**config.mk**
```make
export PLATFORM = sky130hd
export DESIGN_NAME = cspq_ctrl
export DESIGN_NICKNAME = d
export VERILOG_FILES = /design/src/sv/cspq_pkg.sv /design/src/sv/cspq_ctrl.sv
export SDC_FILE = /design/constraint.sdc
export NUM_CORES = 1
export LEC_CHECK = 0
export ABC_AREA = 1
export BUFFER_PORTS_ARGS = -buffer_cell sky130_fd_sc_hd__buf_2
export CAP_MARGIN = 40
export CORE_MARGIN = 5
export CORE_UTILIZATION = 30
export DETAILED_ROUTE_END_ITERATION = 8
export GPL_ROUTABILITY_DRIVEN = 1
export PLACE_DENSITY = 0.59
export SETUP_SLACK_MARGIN = 0.3
export SYNTH_ARGS = -nofsm -noshare
export SYNTH_HDL_FRONTEND = slang
export SYNTH_SLANG_ARGS = --single-unit
export TNS_END_PERCENT = 10
```
**constraint.sdc**
```tcl
create_clock -name clk -period 1.24 [get_ports clk]
set_clock_uncertainty 0.1 [all_clocks]
set_input_delay 0.124 -clock clk [delete_from_list [all_inputs] [get_ports clk]]
set_output_delay 0.124 -clock clk [all_outputs]
set_load 0.1 [all_outputs]
```
**src/sv/cspq_pkg.sv**
```systemverilog
// Shared types and constants for the convex support point query unit.
// No dependencies; the controller, datapath and top level refer to this package by scoped names.
`timescale 1ns / 1ps

package cspq_pkg;

  // Item modes on the input channel
  localparam logic [1:0] MODE_CLEAR = 2'd0;
  localparam logic [1:0] MODE_LOAD  = 2'd1;
  localparam logic [1:0] MODE_QUERY = 2'd2;

  // Number of quotient bits for the unit direction (|n| <= 65536)
  localparam int QBITS = 17;

  // Controller states
  typedef enum logic [2:0] {
    ST_IDLE,
    ST_SCAN,
    ST_DIVGO,
    ST_DIVRUN,
    ST_MUL,
    ST_ADD,
    ST_OUT
  } cspq_state_t;

  // Commands from controller to datapath
  typedef struct packed {
    logic       clr;
    logic       load;
    logic       start;
    logic       scan_en;
    logic       div_start;
    logic       mul_en;
    logic       add_en;
    logic       out_load;
    logic [1:0] comp;
  } cspq_cmd_t;

  // Status from datapath to controller
  typedef struct packed {
    logic count_zero;
    logic scan_done;
    logic div_busy;
    logic out_free;
  } cspq_sts_t;

endpackage

```
**src/sv/cspq_ctrl.sv**
```systemverilog
// Controller state machine: decodes items and sequences scan, divide,
// bias offset and result hand-off. Depends on cspq_pkg.
`timescale 1ns / 1ps

module cspq_ctrl (
  input  logic                clk,
  input  logic                rst_n,
  input  logic                in_valid,
  output logic                in_ready,
  input  logic [1:0]          in_mode,
  input  cspq_pkg::cspq_sts_t sts,
  output cspq_pkg::cspq_cmd_t cmd
);

  cspq_pkg::cspq_state_t state_r, state_nxt;
  logic [1:0]            comp_r, comp_nxt;

  // state register
  always_ff @(posedge clk) begin
    if (!rst_n) begin
      state_r <= cspq_pkg::ST_IDLE;
      comp_r  <= '0;
    end else begin
      state_r <= state_nxt;
      comp_r  <= comp_nxt;
    end
  end

  // next state and commands
  always_comb begin
    state_nxt = state_r;
    comp_nxt  = comp_r;
    in_ready  = 1'b0;
    cmd       = '0;
    cmd.comp  = comp_r;
    case (state_r)
      cspq_pkg::ST_IDLE: begin
        in_ready = 1'b1;
        if (in_valid) begin
          case (in_mode)
            cspq_pkg::MODE_CLEAR: cmd.clr = 1'b1;
            cspq_pkg::MODE_LOAD:  cmd.load = 1'b1;
            cspq_pkg::MODE_QUERY: begin
              cmd.start = 1'b1;
              state_nxt = sts.count_zero ? cspq_pkg::ST_OUT : cspq_pkg::ST_SCAN;
            end
            default: ;
          endcase
        end
      end
      cspq_pkg::ST_SCAN: begin
        cmd.scan_en = 1'b1;
        if (sts.scan_done) begin
          comp_nxt  = '0;
          state_nxt = cspq_pkg::ST_DIVGO;
        end
      end
      cspq_pkg::ST_DIVGO: begin
        cmd.div_start = 1'b1;
        state_nxt     = cspq_pkg::ST_DIVRUN;
      end
      cspq_pkg::ST_DIVRUN: begin
        if (!sts.div_busy) begin
          state_nxt = cspq_pkg::ST_MUL;
        end
      end
      cspq_pkg::ST_MUL: begin
        cmd.mul_en = 1'b1;
        state_nxt  = cspq_pkg::ST_ADD;
      end
      cspq_pkg::ST_ADD: begin
        cmd.add_en = 1'b1;
        if (comp_r == 2'd2) begin
          state_nxt = cspq_pkg::ST_OUT;
        end else begin
          comp_nxt  = comp_r + 2'd1;
          state_nxt = cspq_pkg::ST_DIVGO;
        end
      end
      cspq_pkg::ST_OUT: begin
        if (sts.out_free) begin
          cmd.out_load = 1'b1;
          state_nxt    = cspq_pkg::ST_IDLE;
        end
      end
      default: state_nxt = cspq_pkg::ST_IDLE;
    endcase
  end

endmodule

```
==> impl_metrics.py, run 1 <==
metrics = {
    "status": {
        "status": "finished, violations left",
        "failed_checks": "setup timing",
    },
    "floorplan": {
        "start_util": 0.321,
        "die_y_um": 47.5,
        "rows": 13,
        "die_w_um": 47.5,
        "io_pins": 20,
        "core-area_um2": 1320,
        "die_area_um2": 2260,
    },
    "timing": {
        "drv_slew": 0,
        "rsz0062_at_grt": "yes",
        "slew_headroom": 0.878,
        "period_needed_ns": 1.46,
        "worst_pin_slew_ns": 0.181,
        "finalWorstSetupSlack_ns": -0.220,
        "min_period_over_period": 1.18,
        "final_hold_viol_count": 0,
        "tns_ns": -1.17,
        "hold_ws_ns": 0.0444,
        "setup_viol": 8,
        "clock.fmax_ghz": 0.685,
    },
    "power_and_ir_drop": {
        "p_int_mw": 1.04,
        "p_total_mw": 2.43,
        "p_leak_nw": 0.374,
        "power_switching_mw": 1.38,
        "clockPowerShare": 0.074,
        "power_frac_seq": 0.124,
        "power_density_nw_per_um2": 2830,
        "ir_drop_mv": 1.20,
        "swShare": 0.569,
        "combPwrFrac": 0.802,
    },
    "detailed_routing": {
        "vias_per_cell": 4.54,
        "firstDrtPassIters": 3,
        "num_vias": 513,
        "wl_mm": 1.14,
        "wire_per_inst_um": 10.1,
        "drtAntennaViolNets": 0,
        "drc": 0,
        "drt_iter0_markers": 4,
    },
    "critical_path": {
        "arrival_ns": 1.24,
        "cp_max_fo": 4,
        "crit_top_cell": "nor2_4",
        "worstPathRequired_ns": 1.02,
        "max_stage_delay_ns": 0.34,
        "reg2reg_slack_ns": 0.01,
        "crit_chain": "nor2_4 -> nand2_4 -> clkinvlp_4 -> nand2_2 -> nor2_4 -> buf_12",
        "path_class": "reg2out",
        "endpoint_kind": "primary output",
        "worst_r2r_path_depth": 7,
        "r2r_start": "state_r[0]$_SDFFE_PN0P_",
        "reg2reg_to": "comp_r[1]$_SDFFE_PN0P_",
        "timing.critical_path.from": "state_r[0]$_SDFFE_PN0P_",
        "slowest_stage": "dfxtp_2",
        "endpoint": "cmd[8]",
        "crit_family": "simple AND/OR/NAND/NOR gates",
        "path_depth": 6,
        "path_buf_inv": 2,
        "worstSetupStartpointType": "flip-flop",
    },
    "clocking": {
        "cts_buffers": 3,
        "cts-htree-levels": 1,
        "cts_hold_buf": 0,
        "cts.path.max_buffers": 2,
        "clk_latency_ns": 0.23,
        "cts_root_buf": "clkbuf_4",
        "cts.reportedPaths.clkPinSlew_ns": 0.04,
        "cts_tree": "built",
        "cts.sinks": 5,
    },
    "synth": {
        "synth_top_area_cell": "dfxtp_1",
        "synthesis.area_um2": 423,
        "synth-seq-area-share": 0.237,
        "ys_ff_latch": 5,
        "yosysUniqueCellTypes": 16,
        "netlist.area_leader.share": 0.237,
        "synth_nets": 81,
        "netlist_instances": 71,
        "ys.warnings.count": 0,
        "synth_area_leaders": "dfxtp_1, nand3_1, inv_1",
        "syn_area_per_cell_um2": 5.96,
    },
    "grt": {
        "grt.met3_usage": 0.0226,
        "grt_max_degree": 7,
        "antenna_found_initial": 0,
        "overflow": 0,
        "busiest_layer": "met2",
        "met1_usage": 0.143,
        "grt_usage": 0.115,
        "use_met2": 0.201,
        "grt_pass1_vias": 505,
        "grt_pass1_wl_mm": 1.93,
    },
    "placed_design": {
        "dp.cells": 109,
        "io_buffers": 19,
        "place_congestion": 0.834,
        "post-place-ws_ns": -0.00530,
        "dp_hpwl_mm": 1.00,
    },
    "final_layout": {
        "fin_nets": 109,
        "diodes": 0,
        "drive_gt1_frac": 0.592,
        "fillers": 120,
        "seq_area_um2": 114,
        "finalNonFillerCells": 113,
        "area_growth_pct": 102,
        "multi_input_area_um2": 327,
    },
    "min_path": {
        "hp-class": "in2reg",
    },
    "job": {
        "maxCapViolations": 0,
    },
}
==> flip-flops by register name, indices dropped and copies added, names as in the netlist <==
name     flops
state_r      3
comp_r       2
==> repair_timing <==
item | 4_1_cts | 5_1_grt
gates resized for setup | 7 | 7
setup endpoints to repair | 16 | 16
pin swaps | 6 | 1
buffers inserted | 0 | 0
==> how the worst min path moves through the flow <==
stage | end | slack (ns) | depth (start not counted) | from
CTS | comp_r[0]$_SDFFE_PN0P_ | 0.04 | 3 | rst_n
floorplan | comp_r[0]$_SDFFE_PN0P_ | 0.16 | 2 | rst_n
finish | comp_r[0]$_SDFFE_PN0P_ | 0.04 | 3 | rst_n
detailed placement | comp_r[0]$_SDFFE_PN0P_ | 0.29 | 3 | rst_n
global route | comp_r[0]$_SDFFE_PN0P_ | 0.04 | 3 | rst_n
global placement | comp_r[0]$_SDFFE_PN0P_ | 0.29 | 3 | rst_n
==> cells by family after synthesis <==
family,count (synthesis),synth area share
AOI/OAI and AO/OA,10,0.118
adders and majority gates,1,0.0296
buffers and inverters,17,0.169
DFF,5,0.237
and+or+nand+nor,38,0.447
==> metal layers <==
metal	wire length [µm]	vias to the layer above
met1	496	224
met2	582	11
met4	0	0
met5	0	-
li1	-	278
met3	66	0
==> power groups by stage <==
stage               Sequential, mW  Clock, mW  Combinational, mW
floorplan                    0.370          0               1.16
global placement             0.282          0               1.88
detailed placement           0.285          0               1.89
CTS                          0.289      0.190               1.92
global route                 0.311      0.206               2.04
finish                       0.300      0.180               1.95
==> metrics by stage <==
step	utilization	cell area (µm²)
floorplan	-	482
global placement	0.597	787
detailed placement	0.597	787
CTS	0.631	831
global route	0.650	856
finish	0.650	856
==> cells in the final DEF, fill, tap and decap left out, types with 3 or more instances in the layout <==
| cell type | count |
|---|---|
| nor2_2 | 6 |
| nor2_4 | 3 |
| inv_1 | 10 |
| buf_4 | 4 |
| buf_12 | 11 |
| clkbuf_4 | 3 |
| a21oi_1 | 4 |
| nand3_1 | 9 |
| inv_2 | 4 |
| nand2_1 | 4 |
| buf_2 | 8 |
| nand2_2 | 4 |
| dfxtp_4 | 3 |
| nor2_1 | 6 |
==> Yosys cell counts <==
library cell and n:
a21oi_1 6, buf_6 1, dfxtp_1 5, ha_1 1, inv_1 13, inv_2 3
nand2_1 5, nand2_2 4, nand3_1 11, nand4_1 1, nor2_1 10, nor2_2 4
nor2_4 1, nor3_1 2, o21ai_0 2, o21ai_1 2
==> worst min-delay path: stages <==
cell and delay [ns]:
buf_2 0.10, o21ai_1 0.07, a21oi_1 0.04
==> layout make-up <==
type,count,area share
clock buffers,4,0.0307
flip-flops and latches,5,0.133
inverters,16,0.0804
well taps,15,0.0219
multi-input cells,49,0.382
repair buffers,24,0.352
No activity file was read; power rests on OpenSTA's default activity.
==> run 2, diff against run 1 <==
- ABC_AREA: 1 -> 0
- CTS_BUF_LIST: not set -> sky130_fd_sc_hd__clkbuf_16
- PLACE_DENSITY: 0.59 -> 0.58
- REMOVE_ABC_BUFFERS: not set -> 1
==> impl_metrics.py, run 2 <==
metrics = {
    "final_layout": {
        "drive_gt1_frac": 0.613,
        "final_cell_mix": "buf_12, buf_4, buf_2, nand2_1",
        "reg_top3": "state_r (3), comp_r (2)",
        "largest_reg_flops": 3,
        "area_growth_pct": 120,
        "top_register": "state_r",
        "finalNonFillerCells": 108,
        "diodes": 0,
        "fin_nets": 104,
    },
    "timing": {
        "tns_ns": -3.35,
        "rsz0062_at_grt": "yes",
        "hold_ws_ns": 0.0954,
        "drv_slew": 0,
        "finalWorstSetupSlack_ns": -0.428,
        "slew_headroom": 0.845,
        "setup_viol": 14,
        "final_hold_viol_count": 0,
        "clock.fmax_ghz": 0.600,
        "min_period_over_period": 1.35,
        "worst_pin_slew_ns": 0.229,
        "period_needed_ns": 1.67,
    },
    "detailed_routing": {
        "firstDrtPassIters": 4,
        "vias_per_cell": 4.79,
        "drtAntennaViolNets": 0,
        "wire_per_inst_um": 11.2,
        "wl_mm": 1.21,
        "drc": 0,
        "num_vias": 517,
        "drt_iter0_markers": 9,
    },
    "placed_design": {
        "dp_hpwl_mm": 1.02,
        "place_congestion": 0.788,
        "dp.cells": 104,
        "io_buffers": 19,
    },
    "clocking": {
        "cts_tree": "built",
        "cts_hold_buf": 0,
        "clk_latency_ns": 0.22,
        "cts.path.max_buffers": 2,
        "cts_buffers": 3,
        "postCtsSetupBuffers": 0,
        "cts_root_buf": "clkbuf_16",
        "cts.reportedPaths.clkPinSlew_ns": 0.03,
        "cts-htree-levels": 1,
        "cts.sinks": 5,
    },
    "power_and_ir_drop": {
        "power_density_nw_per_um2": 2990,
        "p_total_mw": 2.87,
        "p_leak_nw": 0.414,
        "ir_drop_mv": 1.91,
    },
    "critical_path": {
        "endpoint_kind": "primary output",
        "path_class": "reg2out",
        "worst_r2r_path_depth": 5,
        "timing.critical_path.from": "state_r[0]$_SDFFE_PN0P_",
        "r2r_start": "state_r[0]$_SDFFE_PN0P_",
        "endpoint": "cmd[9]",
        "arrival_ns": 1.44,
        "reg2reg_slack_ns": -0.19,
        "worstPathRequired_ns": 1.02,
        "cp_max_fo": 3,
        "reg2reg_to": "state_r[1]$_SDFFE_PN0P_",
        "worstSetupStartpointType": "flip-flop",
    },
    "job": {
        "maxCapViolations": 0,
    },
    "floorplan": {
        "rows": 13,
        "core-area_um2": 1330,
        "die_area_um2": 2310,
        "start_util": 0.326,
        "die_w_um": 48.1,
        "die_y_um": 48.1,
        "io_pins": 20,
    },
    "synth": {
        "synthesis.area_um2": 435,
        "synth_edf_count": 0,
        "synth_top_area_cell": "dfxtp_1",
        "postSynth.topFlopCell": "dfxtp_1",
        "yosysUniqueCellTypes": 31,
        "synthArstFlopShare": 0,
        "synth-seq-area-share": 0.230,
        "synth_area_leaders": "dfxtp_1, buf_6, nand2_1",
        "ys_ff_latch": 5,
        "netlist.area_leader.share": 0.230,
        "ys_top_cells_by_count": "nand2_1, nor2_1, dfxtp_1",
        "syn_area_per_cell_um2": 7.64,
        "netlist_instances": 57,
        "ys.warnings.count": 0,
    },
    "status": {
        "failed_checks": "setup timing",
        "status": "finished, violations left",
    },
    "grt": {
        "grt_max_degree": 10,
        "overflow": 0,
        "grt_pass1_wl_mm": 1.93,
        "grt_usage": 0.123,
        "grt_pass1_vias": 491,
        "antenna_found_initial": 0,
    },
    "min_path": {
        "hp-class": "in2reg",
    },
}
-- run 2: cell count changes after synthesis, moves of 2 or more --
cell and delta:
inv_1 -11, nand2_2 -4, nand3_1 -11, nor2_1 -4
nor2b_1 +3, o21ai_1 -2, inv_2 -3, nor2_2 -4
o21ai_0 +2, a21oi_1 -4, and2_1 +3
-- run 2: what timing repair did --
item,CTS,global route
resized for setup,17,3
setup endpoints to repair,16,16
pin swaps,3,1
endpoints found under the hold margin,0,0
-- run 2: worst max-delay path, stage by stage, from the launching register on --
cell and delay, ns:
dfxtp_2 0.31, or3_4 0.39, nor4b_2 0.21, buf_4 0.15, buf_12 0.16
-- run 2: logic make-up (layout without fill, tap and decap cells) --
kind of cell / count (synthesis) / in the layout / share of synthesized area
and+or+nand+nor: 30 / 30 / 0.379
AOI/OAI and AO/OA: 15 / 15 / 0.273
DFF: 5 / 5 / 0.230
adders and majority gates: 1 / 1 / 0.0287
buffers and inverters: 6 / 42 / 0.0891
-- run 2: metal layers --
metal / wire length [µm] / track usage / vias up
met3: 46 / 0.0332 / 2
met5: 0 / 0 / -
met4: 9 / 0.0645 / 0
met1: 552 / 0.145 / 230
li1: - / - / 275
met2: 602 / 0.203 / 10
-- run 2: layout make-up --
class / instances / area, µm²
Timing Repair Buffer: 35 / 404
Fill cell: 98 / 375
Multi-Input combinational cell: 46 / 339
Sequential cell: 5 / 105
Clock buffer: 3 / 75.1
Tap cell: 15 / 18.8
Inverter: 3 / 12.5
Clock inverter: 1 / 3.75
-- run 2: per-stage QoR --
stage	utilization	area, µm²	setup slack [ns]
finish	0.719	958	-0.428
global placement	0.615	821	-0.232
CTS	0.713	951	-0.453
global route	0.719	958	-0.468
detailed placement	0.615	821	-0.252
floorplan	-	409	-2.88
-- run 2: worst min path at each step --
| stage | startpoint | endpoint | slack (ns) | cells past startpoint |
|---|---|---|---|---|
| 6_report | rst_n | state_r[1]$_SDFFE_PN0P_ | 0.1 | 2 |
| 5_1_grt | rst_n | state_r[1]$_SDFFE_PN0P_ | 0.11 | 2 |
| 4_1_cts | rst_n | state_r[1]$_SDFFE_PN0P_ | 0.1 | 2 |
| 3_5_place_dp | rst_n | state_r[2]$_SDFFE_PN0P_ | 0.33 | 2 |
| 3_3_place_gp | rst_n | state_r[0]$_SDFFE_PN0P_ | 0.33 | 3 |
| 2_1_floorplan | rst_n | comp_r[1]$_SDFFE_PN0P_ | 0.15 | 1 |
-- run 2: where the power goes --
part           switching, mW  internal, mW  leakage, nW
logic                   1.18         0.926        0.330
registers             0.0385         0.218       0.0418
clock network         0.0870         0.416       0.0423
total                   1.31          1.56        0.414
==> run 3, diff against run 2 <==
- TNS_END_PERCENT: 10 -> 20
==> impl_metrics.py, run 3 (synthesis gave the netlist of run 2 again) <==
metrics = {
    "detailed_routing": {
        "drt_iter0_markers": 3,
        "wl_mm": 1.38,
        "met3_length_um": 54,
        "dr_wl_met2_um": 702,
        "vias_per_cell": 4.91,
        "firstDrtPassIters": 4,
        "num_vias": 550,
        "drc": 0,
        "detail_route.wirelength.met1_um": 613,
        "routed.top_layer": "met4",
        "wire_per_inst_um": 12.3,
        "drtAntennaViolNets": 0,
    },
    "power_and_ir_drop": {
        "p_leak_nw": 0.435,
        "power_switching_mw": 1.36,
        "swShare": 0.450,
        "ir_drop_mv": 1.96,
        "power_frac_seq": 0.083,
        "combPwrFrac": 0.750,
        "clockPowerShare": 0.166,
        "p_int_mw": 1.66,
        "power_density_nw_per_um2": 3000,
    },
    "min_path": {
        "hp-start": "rst_n",
        "hp-class": "in2reg",
    },
    "final_layout": {
        "final_area_um2": 1010,
        "final_cell_mix": "buf_4, buf_12, buf_2, nand2_1, buf_6",
        "drive_gt1_frac": 0.639,
        "fillers": 90,
        "reg_top3": "state_r (3), comp_r (2)",
        "layout_commonest_cell": "buf_4",
        "area_growth_pct": 132,
        "largest_reg_flops": 3,
        "top_register": "state_r",
        "final_core_util": 0.756,
        "fin_nets": 108,
        "diodes": 0,
    },
    "status": {
        "status": "finished, violations left",
        "failed_checks": "setup timing",
    },
    "grt": {
        "antenna_found_initial": 0,
        "overflow": 0,
        "grt_max_degree": 10,
        "grt_pass1_vias": 527,
        "grt_pass1_wl_mm": 2.13,
        "grt_usage": 0.136,
    },
    "clocking": {
        "cts.reportedPaths.clkPinSlew_ns": 0.03,
        "cts.path.max_buffers": 2,
        "cts_hold_buf": 0,
        "cts_tree": "built",
        "cts-htree-levels": 1,
        "cts_root_buf": "clkbuf_16",
        "clk_latency_ns": 0.22,
        "cts.sinks": 5,
        "cts_buffers": 3,
    },
    "floorplan": {
        "die_y_um": 48.1,
        "die_w_um": 48.1,
        "die_area_um2": 2310,
        "io_pins": 20,
        "core-area_um2": 1330,
        "start_util": 0.326,
        "rows": 13,
    },
    "critical_path": {
        "r2r_start": "state_r[0]$_SDFFE_PN0P_",
        "endpoint_kind": "primary output",
        "worstPathRequired_ns": 1.02,
        "crit_chain": "or3_4 -> nor4b_2 -> buf_4 -> buf_12",
        "cp_max_fo": 3,
        "timing.critical_path.from": "state_r[0]$_SDFFE_PN0P_",
        "path_class": "reg2out",
        "max_stage_delay_ns": 0.40,
        "worstSetupStartpointType": "flip-flop",
        "slowest_stage": "or3_4",
        "arrival_ns": 1.49,
    },
    "timing": {
        "clock.fmax_ghz": 0.583,
        "drv_slew": 0,
        "min_period_over_period": 1.38,
        "period_needed_ns": 1.71,
        "rsz0062_at_grt": "yes",
        "slew_headroom": 0.852,
        "worst_pin_slew_ns": 0.220,
        "final_hold_viol_count": 0,
        "setup_viol": 14,
        "finalWorstSetupSlack_ns": -0.475,
    },
    "placed_design": {
        "io_buffers": 19,
        "dp_hpwl_mm": 1.02,
        "place_congestion": 0.788,
        "placed_area_um2": 821,
    },
    "job": {
        "maxCapViolations": 0,
    },
}
[run 3: routing by layer]
layer	vias up	track usage
met5	-	0
met4	0	0.0753
met3	2	0.0369
met2	11	0.232
met1	255	0.152
li1	282	-
[run 3: timing repair]
item,in CTS,in global routing
gates resized for setup,19,6
pin swaps,4,5
hold endpoints to repair,0,0
setup endpoints to repair,16,16
setup buffers,3,1
[run 3: critical path: cells and delay by family (launching register included)]
kind	cells	cell delay, ns
buf+inv	2	0.32
flops	1	0.31
simple gates	2	0.63
[run 3: final cells by class]
type                    instances  area (µm²)  share of cell area
clock inverters                 1        3.75             0.00372
inverters                       3        15.0              0.0149
multi-input cells              46         349               0.346
repair buffers                 39         442               0.438
flip-flops and latches          5         105               0.104
clock buffers                   3        75.1              0.0744
well taps                      15        18.8              0.0186
[run 3: path summary, 6_finish.rpt]
check	to	slack, ns	cells past startpoint
hold / removal	state_r[1]$_SDFFE_PN0P_	0.1	2
setup reg to reg	state_r[2]$_SDFFE_PN0P_	-0.22	6
setup / recovery	cmd[9]	-0.47	4
hold reg to reg	comp_r[0]$_SDFFE_PN0P_	0.50	3
[run 3: power by group through the flow]
stage / clock, mW / sequential [mW] / combinational [mW]
2_1_floorplan: 0 / 0.303 / 1.04
3_3_place_gp: 0 / 0.235 / 2.02
3_5_place_dp: 0 / 0.242 / 2.03
4_1_cts: 0.513 / 0.238 / 2.22
5_1_grt: 0.523 / 0.256 / 2.37
6_report: 0.503 / 0.252 / 2.27
[run 3: per-stage QoR]
step	TNS [ns]	hold slack, ns	setup WS, ns	power, mW	std cells
floorplan	-12.13	0.152	-2.88	1.34	54
global placement	-1.58	0.325	-0.232	2.25	104
detailed placement	-1.87	0.331	-0.252	2.27	104
CTS	-3.53	0.0988	-0.453	2.97	111
global route	-4.69	0.109	-0.512	3.15	112
finish	-3.96	0.0981	-0.475	3.02	112
